$ cat src/sv/assert_macros.svh
// Assertion macros included by the top-level RTL file.
`ifndef ASSERT_MACROS_SVH
`define ASSERT_MACROS_SVH
`ifndef SYNTH
`define ASSERT_IMPL(label, clk, rst_n, ante, cons) \
  label: assert property (@(posedge clk) disable iff (!rst_n) (ante) |-> (cons)) \
    else $error("assertion failed");
`define ASSERT_NEXT(label, clk, rst_n, ante, cons) \
  label: assert property (@(posedge clk) disable iff (!rst_n) (ante) |=> (cons)) \
    else $error("assertion failed");
`else
`define ASSERT_IMPL(label, clk, rst_n, ante, cons)
`define ASSERT_NEXT(label, clk, rst_n, ante, cons)
`endif
`endif

$ cat src/sv/lruc_pkg.sv
// Package with types and constants of the generation-checked LRU cache.
package lruc_pkg;
  localparam int Entries = 16;
  localparam int IdxW = $clog2(Entries);
  localparam int RankW = IdxW;
  localparam int KeyW = 22;
  localparam int StampW = 48;
  localparam int DataW = 32;
  localparam int CntW = 32;
  localparam int CfgW = 5;

  typedef struct packed {
    logic [KeyW-1:0]   key_id;
    logic [StampW-1:0] gen_stamp;
    logic [DataW-1:0]  fill_data;
  } in_item_t;

  typedef struct packed {
    logic            hit;
    logic [DataW-1:0] data_out;
    logic            stale_dropped;
    logic            evicted;
    logic [CntW-1:0] lookup_total;
    logic [CntW-1:0] hit_total;
    logic [CntW-1:0] miss_total;
    logic [CntW-1:0] evict_total;
  } out_item_t;

  // One slot as it travels along the chain.
  typedef struct packed {
    logic              valid;
    logic [KeyW-1:0]   key;
    logic [StampW-1:0] stamp;
    logic [DataW-1:0]  data;
    logic [RankW-1:0]  rank;
  } slot_t;
endpackage

$ cat src/sv/lruc_cell.sv
// One storage cell of the slot chain.
module lruc_cell (
  input  logic             clk,
  input  logic             rst_n,
  input  logic             shift,
  input  lruc_pkg::slot_t  slot_in,
  output lruc_pkg::slot_t  slot_out
);
  lruc_pkg::slot_t slot_r;
  logic valid_r;

  always_ff @(posedge clk) begin
    if (!rst_n) begin
      valid_r <= 1'b0;
    end else if (shift) begin
      valid_r <= slot_in.valid;
    end
    if (shift) begin
      slot_r <= slot_in;
    end
  end

  always_comb begin
    slot_out = slot_r;
    slot_out.valid = valid_r;
    if (!valid_r) slot_out.rank = '0;
  end
endmodule

$ cat src/sv/lruc_ctrl.sv
// Sequencer that walks the slot ring for search and update passes.
module lruc_ctrl (
  input  logic                          clk,
  input  logic                          rst_n,
  input  logic                          in_valid,
  output logic                          in_ready,
  input  lruc_pkg::in_item_t            in_item,
  output logic                          out_valid,
  input  logic                          out_ready,
  output lruc_pkg::out_item_t           out_item,
  input  logic                          cfg_we,
  input  logic [lruc_pkg::CfgW-1:0]     cfg_wdata,
  input  lruc_pkg::slot_t               head,
  output lruc_pkg::slot_t               tail_in,
  output logic                          shift
);
  localparam logic [1:0] StIdle = 2'd0, StScan = 2'd1, StUpd = 2'd2;
  localparam logic [lruc_pkg::CfgW-1:0] CapMax = lruc_pkg::CfgW'(lruc_pkg::Entries);
  localparam int PosW = lruc_pkg::IdxW + 1;

  logic [1:0] st_r, st_nxt;
  logic [lruc_pkg::CfgW-1:0] cfg_r;
  logic [PosW-1:0] pos_r, pos_nxt, cap_r;
  lruc_pkg::in_item_t req_r;
  logic found_r, found_nxt, stale_r, stale_nxt;
  logic [lruc_pkg::IdxW-1:0] fidx_r, fidx_nxt, free_r, free_nxt, old_r, old_nxt;
  logic have_free_r, have_free_nxt, have_old_r, have_old_nxt;
  logic [lruc_pkg::RankW-1:0] frank_r, frank_nxt, orank_r, orank_nxt;
  logic [lruc_pkg::DataW-1:0] fdata_r, fdata_nxt;
  logic [lruc_pkg::CntW-1:0] c_look_r, c_hit_r, c_miss_r, c_ev_r;
  logic out_valid_r;
  lruc_pkg::out_item_t out_r;
  logic [lruc_pkg::IdxW-1:0] idx;
  logic in_win, match, is_hit, evict, drop;
  logic [lruc_pkg::IdxW-1:0] tgt;
  logic [lruc_pkg::RankW-1:0] drank;
  lruc_pkg::slot_t upd;

  assign idx = pos_r[lruc_pkg::IdxW-1:0];
  assign in_win = (PosW'(idx) < cap_r);
  assign match = head.valid && head.key == req_r.key_id && in_win;
  assign is_hit = found_r && !stale_r;
  assign evict = !is_hit && !stale_r && !have_free_r;
  assign drop = stale_r || evict;
  assign drank = stale_r ? frank_r : orank_r;
  assign tgt = (is_hit || (stale_r && !(have_free_r && free_r < fidx_r))) ? fidx_r :
               (have_free_r ? free_r : old_r);

  assign in_ready = (st_r == StIdle) && !out_valid_r;
  assign out_valid = out_valid_r;
  assign out_item = out_r;
  assign shift = (st_r != StIdle);

  always_comb begin
    st_nxt = st_r; pos_nxt = pos_r;
    found_nxt = found_r; stale_nxt = stale_r; fidx_nxt = fidx_r; frank_nxt = frank_r;
    fdata_nxt = fdata_r; free_nxt = free_r; have_free_nxt = have_free_r;
    old_nxt = old_r; have_old_nxt = have_old_r; orank_nxt = orank_r;
    upd = head;
    case (st_r)
      StIdle: begin
        if (in_valid && in_ready && cfg_r != '0) st_nxt = StScan;
      end
      StScan: begin
        if (match && !found_r) begin
          found_nxt = 1'b1; fidx_nxt = idx; frank_nxt = head.rank; fdata_nxt = head.data;
          stale_nxt = head.stamp != req_r.gen_stamp;
        end
        if (in_win && !head.valid && !have_free_r) begin
          have_free_nxt = 1'b1; free_nxt = idx;
        end
        if (in_win && head.valid && (!have_old_r || head.rank > orank_r)) begin
          have_old_nxt = 1'b1; old_nxt = idx; orank_nxt = head.rank;
        end
        pos_nxt = pos_r + 1'b1;
        if (idx == lruc_pkg::IdxW'(lruc_pkg::Entries - 1)) begin
          st_nxt = StUpd; pos_nxt = '0;
        end
      end
      StUpd: begin
        // A stale slot is refilled in place unless a free slot lies below it; then the fill
        // goes to that lowest free slot, leaving the stale slot empty.
        if (idx == tgt) begin
          if (is_hit) begin
            upd.rank = '0;
          end else begin
            upd.valid = 1'b1; upd.key = req_r.key_id; upd.stamp = req_r.gen_stamp;
            upd.data = req_r.fill_data; upd.rank = '0;
          end
        end else if (stale_r && idx == fidx_r) begin
          upd.valid = 1'b0; upd.rank = '0;
        end else if (head.valid) begin
          if (is_hit) begin
            if (head.rank < frank_r) upd.rank = head.rank + 1'b1;
          end else begin
            // drop closes gap, then promote ages every valid slot
            if (drop && head.rank > drank) upd.rank = head.rank;
            else upd.rank = head.rank + 1'b1;
          end
        end
        pos_nxt = pos_r + 1'b1;
        if (idx == lruc_pkg::IdxW'(lruc_pkg::Entries - 1)) begin
          st_nxt = StIdle; pos_nxt = '0;
        end
      end
      default: ;
    endcase
  end

  assign tail_in = (st_r == StUpd) ? upd : head;

  always_ff @(posedge clk) begin
    if (!rst_n) begin
      st_r <= StIdle; pos_r <= '0; cfg_r <= CapMax; out_valid_r <= 1'b0;
      c_look_r <= '0; c_hit_r <= '0; c_miss_r <= '0; c_ev_r <= '0;
    end else begin
      if (cfg_we) cfg_r <= cfg_wdata;
      st_r <= st_nxt; pos_r <= pos_nxt;
      if (out_valid_r && out_ready) out_valid_r <= 1'b0;
      if (in_valid && in_ready && cfg_r == '0) begin
        out_valid_r <= 1'b1;
        out_r <= '{hit: 1'b0, data_out: in_item.fill_data, stale_dropped: 1'b0,
                   evicted: 1'b0, lookup_total: c_look_r, hit_total: c_hit_r,
                   miss_total: c_miss_r, evict_total: c_ev_r};
      end
      if (st_r == StUpd && st_nxt == StIdle) begin
        out_valid_r <= 1'b1;
        c_look_r <= c_look_r + 1'b1;
        if (is_hit) c_hit_r <= c_hit_r + 1'b1;
        else c_miss_r <= c_miss_r + 1'b1;
        if (evict) c_ev_r <= c_ev_r + 1'b1;
        out_r <= '{hit: is_hit, data_out: is_hit ? fdata_r : req_r.fill_data,
                   stale_dropped: stale_r, evicted: evict,
                   lookup_total: c_look_r + 1'b1,
                   hit_total: c_hit_r + lruc_pkg::CntW'(is_hit),
                   miss_total: c_miss_r + lruc_pkg::CntW'(!is_hit),
                   evict_total: c_ev_r + lruc_pkg::CntW'(evict)};
      end
    end
    if (in_valid && in_ready) begin
      req_r <= in_item;
      cap_r <= (cfg_r > CapMax) ? PosW'(lruc_pkg::Entries) : PosW'(cfg_r);
      found_r <= 1'b0; stale_r <= 1'b0; have_free_r <= 1'b0; have_old_r <= 1'b0;
      fidx_r <= '0; frank_r <= '0; fdata_r <= '0; free_r <= '0; old_r <= '0; orank_r <= '0;
    end else if (st_r == StScan) begin
      found_r <= found_nxt; stale_r <= stale_nxt; fidx_r <= fidx_nxt; frank_r <= frank_nxt;
      fdata_r <= fdata_nxt; free_r <= free_nxt; have_free_r <= have_free_nxt;
      old_r <= old_nxt; have_old_r <= have_old_nxt; orank_r <= orank_nxt;
    end
  end
endmodule

$ cat src/sv/lru_cache_with_generation_check.sv
// Top level of the generation-checked, fully associative LRU cache.
// Requests arrive on the in_ channel (valid/ready); each transfer carries a key,
// a generation stamp and fill data. Exactly one result leaves on the out_ channel
// per request. The sixteen slots sit in a ring of cells that shifts by one every
// busy cycle: a search pass finds the matching, free and least recent slots,
// and an update pass rewrites keys, data and recency ranks; each pass visits
// every slot of the ring once. The next request is taken once the result has
// been transferred. With entries_in_use at zero the cache is bypassed and the
// result appears in the cycle after the transfer with the counters unchanged.
// The cfg_ port writes entries_in_use whenever cfg_we is high; the user must see
// that it is written only while the block is idle, as the block itself does not
// enforce this. Synchronous reset empties every slot, clears the counters and
// sets entries_in_use to sixteen. If the receiver stalls, the result is held
// and no new request is taken until it has been transferred.
`include "assert_macros.svh"
module lru_cache_with_generation_check (
  input  logic                          clk,
  input  logic                          rst_n,
  input  logic                          in_valid,
  output logic                          in_ready,
  input  lruc_pkg::in_item_t            in_data,
  output logic                          out_valid,
  input  logic                          out_ready,
  output lruc_pkg::out_item_t           out_data,
  input  logic                          cfg_we,
  input  logic [lruc_pkg::CfgW-1:0]     cfg_wdata
);
  lruc_pkg::slot_t chain [lruc_pkg::Entries+1];
  lruc_pkg::slot_t head;
  logic shift;

  // Cell 0 holds the slot currently at the ring head; the tail feeds back.
  genvar g;
  for (g = 0; g < lruc_pkg::Entries; g++) begin : g_cell
    lruc_cell u_cell (.clk, .rst_n, .shift, .slot_in(chain[g+1]), .slot_out(chain[g]));
  end
  assign head = chain[0];

  lruc_ctrl u_ctrl (
    .clk, .rst_n, .in_valid, .in_ready, .in_item(in_data), .out_valid, .out_ready,
    .out_item(out_data), .cfg_we, .cfg_wdata, .head, .tail_in(chain[lruc_pkg::Entries]),
    .shift
  );

  // A result waiting must keep the input closed.
  `ASSERT_IMPL(a_no_accept_while_full, clk, rst_n, out_valid, !in_ready)
  // A hit never reports an eviction or stale drop.
  `ASSERT_IMPL(a_hit_flags, clk, rst_n, out_valid && out_data.hit,
               !out_data.evicted && !out_data.stale_dropped)
  // Eviction and stale drop are exclusive.
  `ASSERT_IMPL(a_evict_stale, clk, rst_n, out_valid, !(out_data.evicted && out_data.stale_dropped))
endmodule
$ cat config.mk
export PLATFORM = sky130hd
export DESIGN_NAME = lru_cache_with_generation_check
export DESIGN_NICKNAME = d
export VERILOG_FILES = /design/src/sv/lruc_pkg.sv /design/src/sv/lruc_cell.sv /design/src/sv/lruc_ctrl.sv /design/src/sv/lru_cache_with_generation_check.sv
export VERILOG_INCLUDE_DIRS = /design/src /design/src/sv
export SDC_FILE = /design/constraint.sdc
export NUM_CORES = 2
export LEC_CHECK = 0
export ABC_AREA = 0
export BUFFER_PORTS_ARGS = -buffer_cell sky130_fd_sc_hd__buf_2
export CORE_ASPECT_RATIO = 2
export CORE_MARGIN = 3
export CORE_UTILIZATION = 45
export CTS_BUF_LIST = sky130_fd_sc_hd__clkbuf_8
export DETAILED_ROUTE_END_ITERATION = 16
export GPL_ROUTABILITY_DRIVEN = 1
export GPL_TIMING_DRIVEN = 0
export HOLD_SLACK_MARGIN = 0.05
export PLACE_DENSITY = 0.61
export SLEW_MARGIN = 20
export SYNTH_ARGS = -nofsm -noshare
export SYNTH_HDL_FRONTEND = slang
export SYNTH_SLANG_ARGS = --single-unit
$ cat constraint.sdc
create_clock -name clk -period 40.2 [get_ports clk]
set_clock_uncertainty 0.05 [all_clocks]
set_input_delay 4.02 -clock clk [delete_from_list [all_inputs] [get_ports clk]]
set_output_delay 4.02 -clock clk [all_outputs]
set_load 0.005 [all_outputs]
### Word-level counts from Yosys, hierarchy flattened

Cells that the tools add are included.

* output and inout port bits: 165
* register bits after elaboration: 2179
* input port bits: 112
* logic and storage cells: 205

* mux-type cells: 26
* bitwise operators: 1
* eq/ne operators: 7
* reduce and logical (&&, ||, !) cells: 46
* order comparisons: 6
* add/sub/neg operators: 9

Operators with widths (count)
* $mux 163: 2
* $add 32x1->32 const B: 4
* $mux 107: 1
* $mux 103: 1
* $mux 102: 1
* $add 32x1->32: 3
* $ne 48x48->1: 1
* $mux 4: 10
* $mux 32: 1
* $eq 22x22->1: 1
* $logic_and 1x1->1: 20
* $reduce_and 2->1: 7
* $eq 4x4->1: 2
* $gt 4x4->1: 2
* $logic_not 1->1: 8
* $lt 4x4->1: 2
* $mux 2: 3
* $pmux 2 s3: 1
* $add 5x1->5 const B: 1
* $gt 5x5->1 const B: 1
* $logic_not 5->1: 1
* $lt 4x5->1: 1
* $mux 1: 5
* $mux 5: 1
* 11 further kinds: 15

### Depth between registers and ports, before layout

* depth after elaboration: 13
* gate-level depth with buffers: 12
* mapped depth without buffers: 10

### Hierarchy

A second synthesis with hierarchy kept.

* cells, all modules: 5387
* area total of the unflattened synthesis: 85737.2 um^2

By module, submodules not included
* lruc_cell: cells each 216, area an instance 4017.6 um^2, seq. area each 3203.1 um^2, instances 16
* lruc_ctrl: cells each 1931, area an instance 21455.6 um^2, seq. area each 12031.5 um^2, instances 1

### Worst setup path after synthesis

Ideal clock, no wire load.

* path type: register to output
* start point: register u_ctrl.st_r[0]
* end point: output in_ready
* path buffers: 1
* stages on the path, launching flop included: 6
* data required time: 36130 ps
* setup slack: 1204 ps
* data arrival time: 34926 ps
* path through: dfxtp_1 -> inv_1 -> ha_1 -> clkbuf_1 -> inv_1 -> nor2_1

* word-level cells in the longest chain between the ends: 2

RTL lines
* from (decl): RTL line lruc_ctrl.sv:21 `logic [1:0] st_r, st_nxt;`
* from (signal assigned): RTL line lruc_ctrl.sv:118 `st_r <= st_nxt; pos_r <= pos_nxt;`
* $logic_not 2->1: RTL line lruc_ctrl.sv:49 `assign in_ready = (st_r == StIdle) && !out_valid_r;`
* $logic_and 1x1->1: RTL line lruc_ctrl.sv:49
* to (decl): RTL line lru_cache_with_generation_check.sv:20 `output logic in_ready,`

No other way between the ends.

### Worst setup path in the final report

Same ends and word-level chain as after synthesis.

==> run_results.csv <==
group,metric,value,unit
outcome,status,"complete, no violations",
synth,seq_area_frac_synth,85.8,%
floorplan,dieArea,169000,µm²
clocking,post_cts_buffers,0,
global_routing,grt_usage,16.0,%
global_routing,grtUsageMet3,3.54,%
synth,ys_top_cells_by_area,"edfxtp_1 (80%), dfxtp_1 (5.8%), xnor2_1 (1.8%)",
timing,maxSlewHeadroom,32.2,%
synth,synth-async-reset-ratio,0,%
synth,syn-cell-area,73800,µm²
synth,synth_top_area_share,80.0,%
placement,portBuffers,274,
clocking,cts_sinks,2178,
route,drtIter0Drc,2533,
worst_hold_path,min_path_type,"flip-flop to flip-flop",
clocking,cts.clk_slew.worst_paths,70,ps
critical_path,crit_type,"flip-flop to primary output",
finish,layout.nets,4554,
global_routing,met2_usage,25.8,%
clocking,post_cts_resized,0,
finish,syn_to_final_growth,14.2,%
finish,layout_common_cells,"edfxtp_1 (1966), clkbuf_8 (312), buf_2 (297)",
placement,place_hpwl,84.8,mm
clocking,cts_tree,"yes",
finish,layout-drive-gt1-share,16.9,%
critical_path,r2r_start,"u_ctrl.st_r[0]",
timing,tightest_slew,1020,ps
timing,fmax,128,MHz
global_routing,grt_max_degree,128,
timing,hold-worst-slack,319,ps
synth,netlist_instances,3809,
critical_path,critPathCapture,"in_ready",
synth,ys.flop_type,"edfxtp_1",
timing,setup_violations,0,
pwr,peakVddDrop,0.0320,mV
synth,syn_avg_cell_area,19.4,µm²
floorplan,chipHeight,579,µm
route,wirelength,135,mm
timing,finalHoldViolCount,0,
critical_path,slowest_stage,"inv_8",
floorplan,coreArea,162000,µm²
route,ant_nets,0,
global_routing,grt_overflow,0,
critical_path,crit_start,"u_ctrl.st_r[0]",
pwr,leakagePower,29.0,nW
clocking,numCtsBuffers,303,
synth,synth_cell_types,65,
global_routing,grt_antenna_before_repair,17,
timing,layout_min_cycle_time,7790,ps
global_routing,grt_pass1_wl,206,mm
floorplan,fp.dieW,292,µm
critical_path,required,36130,ps
critical_path,critical-path-max-stage-delay,570,ps
route,route.detailed.drc,0,
critical_path,ff2ff_setup_slack,34520,ps
critical_path,crit_fanout,78,
critical_path,path_cells,"inv_1 > ha_1 > clkbuf_1 > inv_8 > buf_16 > buf_16 > nor2_1 > buf_2",
global_routing,grt-busiest-layer,"met2",
job,maxCapViolCount,0,
pwr,p_per_area,53.8,nW/µm²
timing,final.period_utilization,19.4,%
critical_path,critPathCaptureType,"primary output",
route,vias,33900,
global_routing,grt_pass1_vias,34700,
global_routing,use_met1,20.6,%
synth,synth-seq-cells,2178,
timing,grt_setup_unrepaired,"false",
clocking,cts_max_path_buffers,4,
finish,fin_cells,6774,
floorplan,initial_utilization,45.4,%
route,viasPerCell,5.01,
clocking,clkLatencyLatePin,870,ps
synth,yosys_warnings,0,
synth,synth_edf_count,1966,
timing,drv_slew,0,
synth,synth_top_area_cell,"edfxtp_1",
placement,place.gp.congestion,0.894,
clocking,hold_buffers,0,
route,firstDrtPassIters,5,
critical_path,crit_path_frequent_cell,"buf_16",
clocking,cts_htree_levels,5,
clocking,cts_root_buf,"clkbuf_8",
finish,final_common_cell,"edfxtp_1",
critical_path,reg2regPathDepth,11,
floorplan,io-pin-count,277,
placement,dp.cells,6218,
critical_path,startpoint_type,"flip-flop",
critical_path,r2r-end,"g_cell[7].u_cell.slot_out[64]",
critical_path,crit_arrival,3720,ps
route,avgRoutedWirePerCell,19.9,µm
floorplan,num_rows,209,
synth,syn_nets,3950,
[critical path, delay by kind of cell (launching register included)]
kind                       cells  cell delay [ps]
and+or+nand+nor                1              130
adders and majority gates      1              230
buffers and inverters          6             1950
DFF                            1              500
[area by class of cell]
type	count	area (µm²)
tap	2110	2640
sequential	2178	63300
antenna	15	37.5
multi-input combinational	1481	9890
inverter	35	139
clock buffer	312	4290
timing repair buffer	299	2010
clock inverter	229	1460
buffer	115	504
fill	13100	78100
[cell families after synthesis]
| group | after synthesis | share of synthesized area [%] |
|---|---|---|
| flops | 2178 | 85.8 |
| simple gates | 844 | 5.66 |
| xor+xnor | 261 | 3.10 |
| mux | 189 | 2.74 |
| compound gates | 157 | 1.38 |
| buf+inv | 150 | 0.855 |
| fa+ha+maj | 30 | 0.505 |
[layer usage]
metal	routed length (µm)	up-vias
li1	-	15700
met1	56200	16900
met2	65000	976
met3	7480	361
met4	6360	8
met5	41	-
[synth_stat cells (3+ instances only)]
library cell and n:
clkbuf_1 72, nand2_1 172, a21o_1 5, xor2_1 111
and3_1 24, and2_1 102, nand2b_1 6, buf_4 10
mux2_1 80, dfxtp_1 212, a31oi_1 37, o2111ai_1 8
mux2_2 24, ha_1 29, nand4_1 70, nor3b_1 3
edfxtp_1 1966, nor4_1 31, nor2_1 251, o211ai_1 12
inv_1 34, or3_1 29, nand3_1 69, nor2b_1 8
a21oi_1 34, nand3_2 3, nor3_1 47, or2_2 6
a21oi_2 3, and4_1 8, o21ai_0 36, xnor2_1 150
buf_2 23, o22ai_1 3, buf_1 9, mux2i_1 85
[power by group]
group	switching [mW]	internal (mW)	leakage [nW]
sequential	0.0492	2.68	20.1
clock	0.820	0.829	3.28
combinational	0.117	0.0359	5.64
[stage by stage]
stage | util (%) | instance area, µm² | setup slack, ps | power (mW) | TNS, ps
after global placement | 47.9 | 77800 | -12470 | 3.30 | -9714580
after CTS | 51.9 | 84200 | 32210 | 4.61 | 0
after detailed placement | 48.3 | 78500 | 32610 | 2.94 | 0
final | 51.9 | 84300 | 32410 | 4.53 | 0
after global routing | 51.9 | 84200 | 32040 | 4.74 | 0
after floorplan | - | 73800 | 1200 | 3.14 | 0
[state kept, by name, summed over array words and instances, names as in the netlist, 32 cells and up]
signal / flops
u_ctrl.c_miss_r: 32
u_ctrl.c_hit_r: 32
g_cell.u_cell.slot_r: 64
u_ctrl.req_r: 102
g_cell.u_cell.slot_out: 1632
u_ctrl.fdata_r: 32
u_ctrl.c_look_r: 32
u_ctrl.out_item: 163
u_ctrl.c_ev_r: 32
[worst min path at each step]
| stage | startpoint | end | slack, ps | depth (start not counted) |
|---|---|---|---|---|
| detailed placement | g_cell[1].u_cell.slot_out[29] | g_cell[0].u_cell.slot_out[29] | 350 | 0 |
| floorplan | g_cell[1].u_cell.slot_out[100] | g_cell[0].u_cell.slot_out[100] | 350 | 0 |
| finish | g_cell[3].u_cell.slot_out[91] | g_cell[2].u_cell.slot_out[91] | 320 | 0 |
| CTS | g_cell[3].u_cell.slot_out[91] | g_cell[2].u_cell.slot_out[91] | 320 | 0 |
| global route | g_cell[3].u_cell.slot_out[91] | g_cell[2].u_cell.slot_out[91] | 330 | 0 |
| global placement | g_cell[15].u_cell.slot_out[96] | g_cell[14].u_cell.slot_out[96] | 350 | 0 |
Note: power is estimated with default switching activity, not from simulation.
